File: src/rtl/core/csit_pkg.sv
// ----------------------------------------------------------------------------
// csit_pkg
// Shared types and constants for the collider set intersection test.
// ----------------------------------------------------------------------------
package csit_pkg;

  localparam int MAX_COLLIDERS = 16;
  localparam int IDX_W         = $clog2(MAX_COLLIDERS);
  localparam int CNT_W         = $clog2(MAX_COLLIDERS + 1);
  localparam int PAIR_LAT      = 5;
  localparam int ROT_W         = $clog2(MAX_COLLIDERS + PAIR_LAT + 1);

  localparam logic [1:0] MODE_CLEAR = 2'd0;
  localparam logic [1:0] MODE_STORE = 2'd1;
  localparam logic [1:0] MODE_TEST  = 2'd2;

  localparam logic KIND_SPHERE = 1'b0;
  localparam logic KIND_BOX    = 1'b1;

  typedef struct packed {
    logic [1:0]  mode;
    logic        shape_kind;
    logic [31:0] coord_0;
    logic [31:0] coord_1;
    logic [31:0] coord_2;
    logic [31:0] coord_3;
    logic [31:0] coord_4;
    logic [31:0] coord_5;
    logic [31:0] offset_x;
    logic [31:0] offset_y;
    logic [31:0] offset_z;
    logic        last_item;
  } in_t;

  typedef struct packed {
    logic       hit;
    logic [3:0] hit_entry;
  } out_t;

  // one collider after the offset shift
  typedef struct packed {
    logic             kind;
    logic [5:0][31:0] c;
  } entry_t;

  typedef struct packed {
    logic             valid;
    logic             hit;
    logic [IDX_W-1:0] idx;
  } pair_res_t;

endpackage

File: src/rtl/core/csit_cell.sv
// ----------------------------------------------------------------------------
// csit_cell
// One stored collider slot of the rotating ring.
// ----------------------------------------------------------------------------
module csit_cell (
  input  logic              clk,
  input  logic              shift_en,
  input  csit_pkg::entry_t  shift_in,
  input  logic              load_en,
  input  csit_pkg::entry_t  load_data,
  output csit_pkg::entry_t  entry
);

  csit_pkg::entry_t entry_r;
  csit_pkg::entry_t entry_nxt;

  always_comb begin
    entry_nxt = entry_r;
    if (load_en) begin
      entry_nxt = load_data;
    end else if (shift_en) begin
      entry_nxt = shift_in;
    end
  end

  always_ff @(posedge clk) begin
    entry_r <= entry_nxt;
  end

  assign entry = entry_r;

endmodule

File: config.mk
export PLATFORM = sky130hd
export DESIGN_NAME = csit_cell
export DESIGN_NICKNAME = d
export VERILOG_FILES = /design/src/rtl/core/csit_pkg.sv /design/src/rtl/core/csit_cell.sv
export SDC_FILE = /design/constraint.sdc
export NUM_CORES = 1
export LEC_CHECK = 0
export ABC_CLOCK_PERIOD_IN_PS = 5300
export BUFFER_PORTS_ARGS = -buffer_cell sky130_fd_sc_hd__clkbuf_2
export CORE_AREA = 2 2 230 232
export DETAILED_ROUTE_END_ITERATION = 8
export DIE_AREA = 0 0 232 234
export GPL_TIMING_DRIVEN = 1
export SYNTH_ARGS = -nofsm -noshare
export SYNTH_HDL_FRONTEND = slang
export SYNTH_SLANG_ARGS = --single-unit
File: constraint.sdc
create_clock -name clk -period 5.3 [get_ports clk]
set_clock_uncertainty 0.1 [all_clocks]
set_input_delay 1.06 -clock clk [delete_from_list [all_inputs] [get_ports clk]]
set_output_delay 1.06 -clock clk [all_outputs]
set_load 0.05 [all_outputs]
; Word-level counts from Yosys, hierarchy flattened
; Cells that the tools add are included.
[word_totals]
elab_cells = 10
ff_bits = 193
in_bits = 389
output_inout_bits = 193
[op_classes]
n_mux = 2
n_reduce_logical = 1
[op_table]
columns = op, count
row1 = 193-bit 2-to-1 mux, 2
row2 = 2-bit nonzero test, 1

; Depth between registers and ports, before layout
[depth]
ltp_word = 2
depth_mapped = 4

; Worst setup path before layout
; No wires, ideal clock.
[synth_timing]
path_type = in2reg
start = input load_en
end = register entry_r (netlist bit entry[0]) (enable)
path_stages = 4
setup_time_ns = 0.473
path_buffers = 3
arrival_time_ns = 3.829
required_ns = 4.727
path_slack_ns = 0.899
cell_sequence = buf_6 -> buf_6 -> buf_6 -> or2_2
[synth_via]
elab_chain_len = 1
[synth_rtl]
columns = item, line_no
row1 = from (decl), csit_cell.sv:9  ; input logic load_en,
row2 = 2-bit nonzero test (no line), -
row3 = to (signal assigned), csit_cell.sv:27  ; entry_r <= entry_nxt;
row4 = to (decl), csit_cell.sv:14  ; csit_pkg::entry_t entry_r;
; No other way between the ends.
; A chain may end at the register's enable or synchronous reset.

; Worst setup path after layout
[layout_timing]
start = input load_en
end = register entry_r (netlist bit entry[147]) (enable)
; The elaborated chain is that of the path after synthesis.

==> results_dict.tcl <==
set metrics [dict create \
    first_pass_iters 4 \
    met3_usage_pct 5.168 \
    cp-end-kind "register" \
    clock_power_share_pct 28.4 \
    synthTopCellsByArea "edfxtp_1 66%, mux2_4 27%, mux2_2 4.3%" \
    wirelength_um 27870 \
    relSlewSlack_pct 32.34 \
    setup_violations 0 \
    syn_area_mm2 0.008805 \
    cp_top_family "simple AND/OR/NAND/NOR gates" \
    dp_hpwl_um 22390 \
    crit_chain "buf_8 -> or2_4 -> buf_12" \
    grt_pass1_wl_um 36820 \
    core_area_mm2 0.05202 \
    synth_area_leader_cell "edfxtp_1" \
    power.leakage_uw 0.006154 \
    clock-root-buffer "clkbuf_16" \
    sw_frac_of_total_pct 34.51 \
    synthCells 409 \
    die_w_um 232 \
    cts_tree "done" \
    hold_slack_ns 0.7736 \
    utilization_pct 25.04 \
    synth_fp_nets 798 \
    total_power_uw 4367 \
    yosysTopAreaCellShare_pct 65.82 \
    met1_usage_pct 9.967 \
    cts_setup_buffers 0 \
    drv_slew 0 \
    grt_pass1_vias 5915 \
    cts_buffer_depth 2 \
    area_growth_pct 47.93 \
    cts-buffers-inserted 17 \
    power.internal_uw 2860 \
    max-cap-violations 0 \
    outcome "finished, final reports clean" \
    drtIter0Drc 136 \
    io_buffers 581 \
    crit_type "primary input to register" \
    dieArea_mm2 0.05429 \
    htree_levels 4 \
    pwr-share-comb_pct 27.4 \
    fin_crit_sh_pct 52.13 \
    setup-tns-final_ns 0 \
    rows 84 \
    vias 5956 \
    grt_busiest_layer "met2" \
    rsz0062_at_grt "false" \
    yosys_warnings 0 \
    ys_seq_area_share_pct 65.82 \
    post_drt_wl_per_cell_um 16.40 \
    fmax_ghz 0.3619 \
    grt_util_met2_pct 16.74 \
    largest_reg_flops 193 \
    worst-path-buf-inv 2 \
    arrival_ns 2.81 \
    fin_nets 1387 \
    hold_viol 0 \
    ir_drop_mv 0.1911 \
    grt-ovfl-total 0 \
    detail-route-antenna-nets 0 \
    cts_resized 0 \
    ys_types 7 \
    cp-start-kind "primary input" \
    fin_crit_ns 2.763 \
    switchingPower_uw 1507 \
    slowest_stage "or2_4" \
    holdBufCountCts 0 \
    hold_class "primary input to register" \
    die-height_um 234 \
    pin_count 582 \
    antenna_found_initial 5 \
    cts_sinks 193 \
    drc 0 \
    start_util_pct 16.92 \
    track_usage_pct 9.791 \
    grt_max_degree 101 \
    drt-vias-per-instance 3.504 \
    p_seq_share_pct 44.2 \
    synth-seq-cells 193 \
    cp_max_fo 61 \
    gp_congestion 0.7635 \
    slowest_delay_ns 0.90 \
    worst_pin_slew_ns 1.015 \
    layout-drive-gt1-share_pct 80.71 \
    power-per-cell-area_mw_per_mm2 335.3 \
    critPathRequiredTime_ns 5.34 \
    syn_area_per_cell_um2 21.53 \
    cts.clk_slew.worst_paths_ns 0.08 \
]
per-layer routing:
layer,wire (um),vias up,share of wire [%]
met5,13,-,0.047
met4,563,2,2.0
met1,10210,2762,37
met2,13850,368,50
li1,-,2795,-
met3,3235,29,12
final cells by class:
type / instances / area, um^2
clock inverter: 15 / 123.9
sequential: 193 / 5796
tap: 688 / 860.8
timing repair buffer: 592 / 3038
multi-input combinational: 194 / 2779
clock buffer: 17 / 425.4
fill: 5457 / 39000
antenna: 1 / 2.502
logic make-up after synthesis:
logic type	count (synthesis)	share of synthesized area (%)
buffers and inverters	22	2.643
DFF	193	65.82
muxes	193	31.46
and+or+nand+nor	1	0.07110
final timing paths:
kind                         end          from  depth (start not counted)  slack, ns
worst min-delay path   entry[40]  shift_in[40]                          2       0.77
worst max-delay path  entry[147]       load_en                          3       2.54
Yosys cell counts:
cell type    n
buf_2        3
or2_2        1
buf_6       18
edfxtp_1   193
buf_8        1
mux2_4     159
mux2_2      34
power groups by stage:
stage / sequential, uW / combinational, uW / clock (uW)
2_1_floorplan: 2560 / 244 / 0
3_3_place_gp: 1960 / 1200 / 0
3_5_place_dp: 1970 / 1210 / 0
4_1_cts: 1930 / 1210 / 1310
5_1_grt: 1950 / 1250 / 1360
6_report: 1930 / 1200 / 1240
per-stage QoR:
stage                     std cells  cell area [um^2]  setup slack (ns)
final                          1700             13030             2.537
after global routing           1699             13020             2.391
after floorplan                 409              8805            0.8987
after detailed placement       1667             12470             1.929
after global placement         1667             12470             1.955
after CTS                      1699             13020             2.473
cells in the final DEF, fill, tap and decap left out, types with 2 or more instances in the layout:
master,netlist,layout
inv_8,0,4
clkbuf_2,0,580
clkinvlp_4,0,3
mux2_2,34,34
edfxtp_1,193,193
buf_12,0,3
clkbuf_16,0,17
buf_4,0,8
clkinv_4,0,2
mux2_4,159,159
inv_6,0,3
clkinv_1,0,2
(Power assumes the default switching activity.)
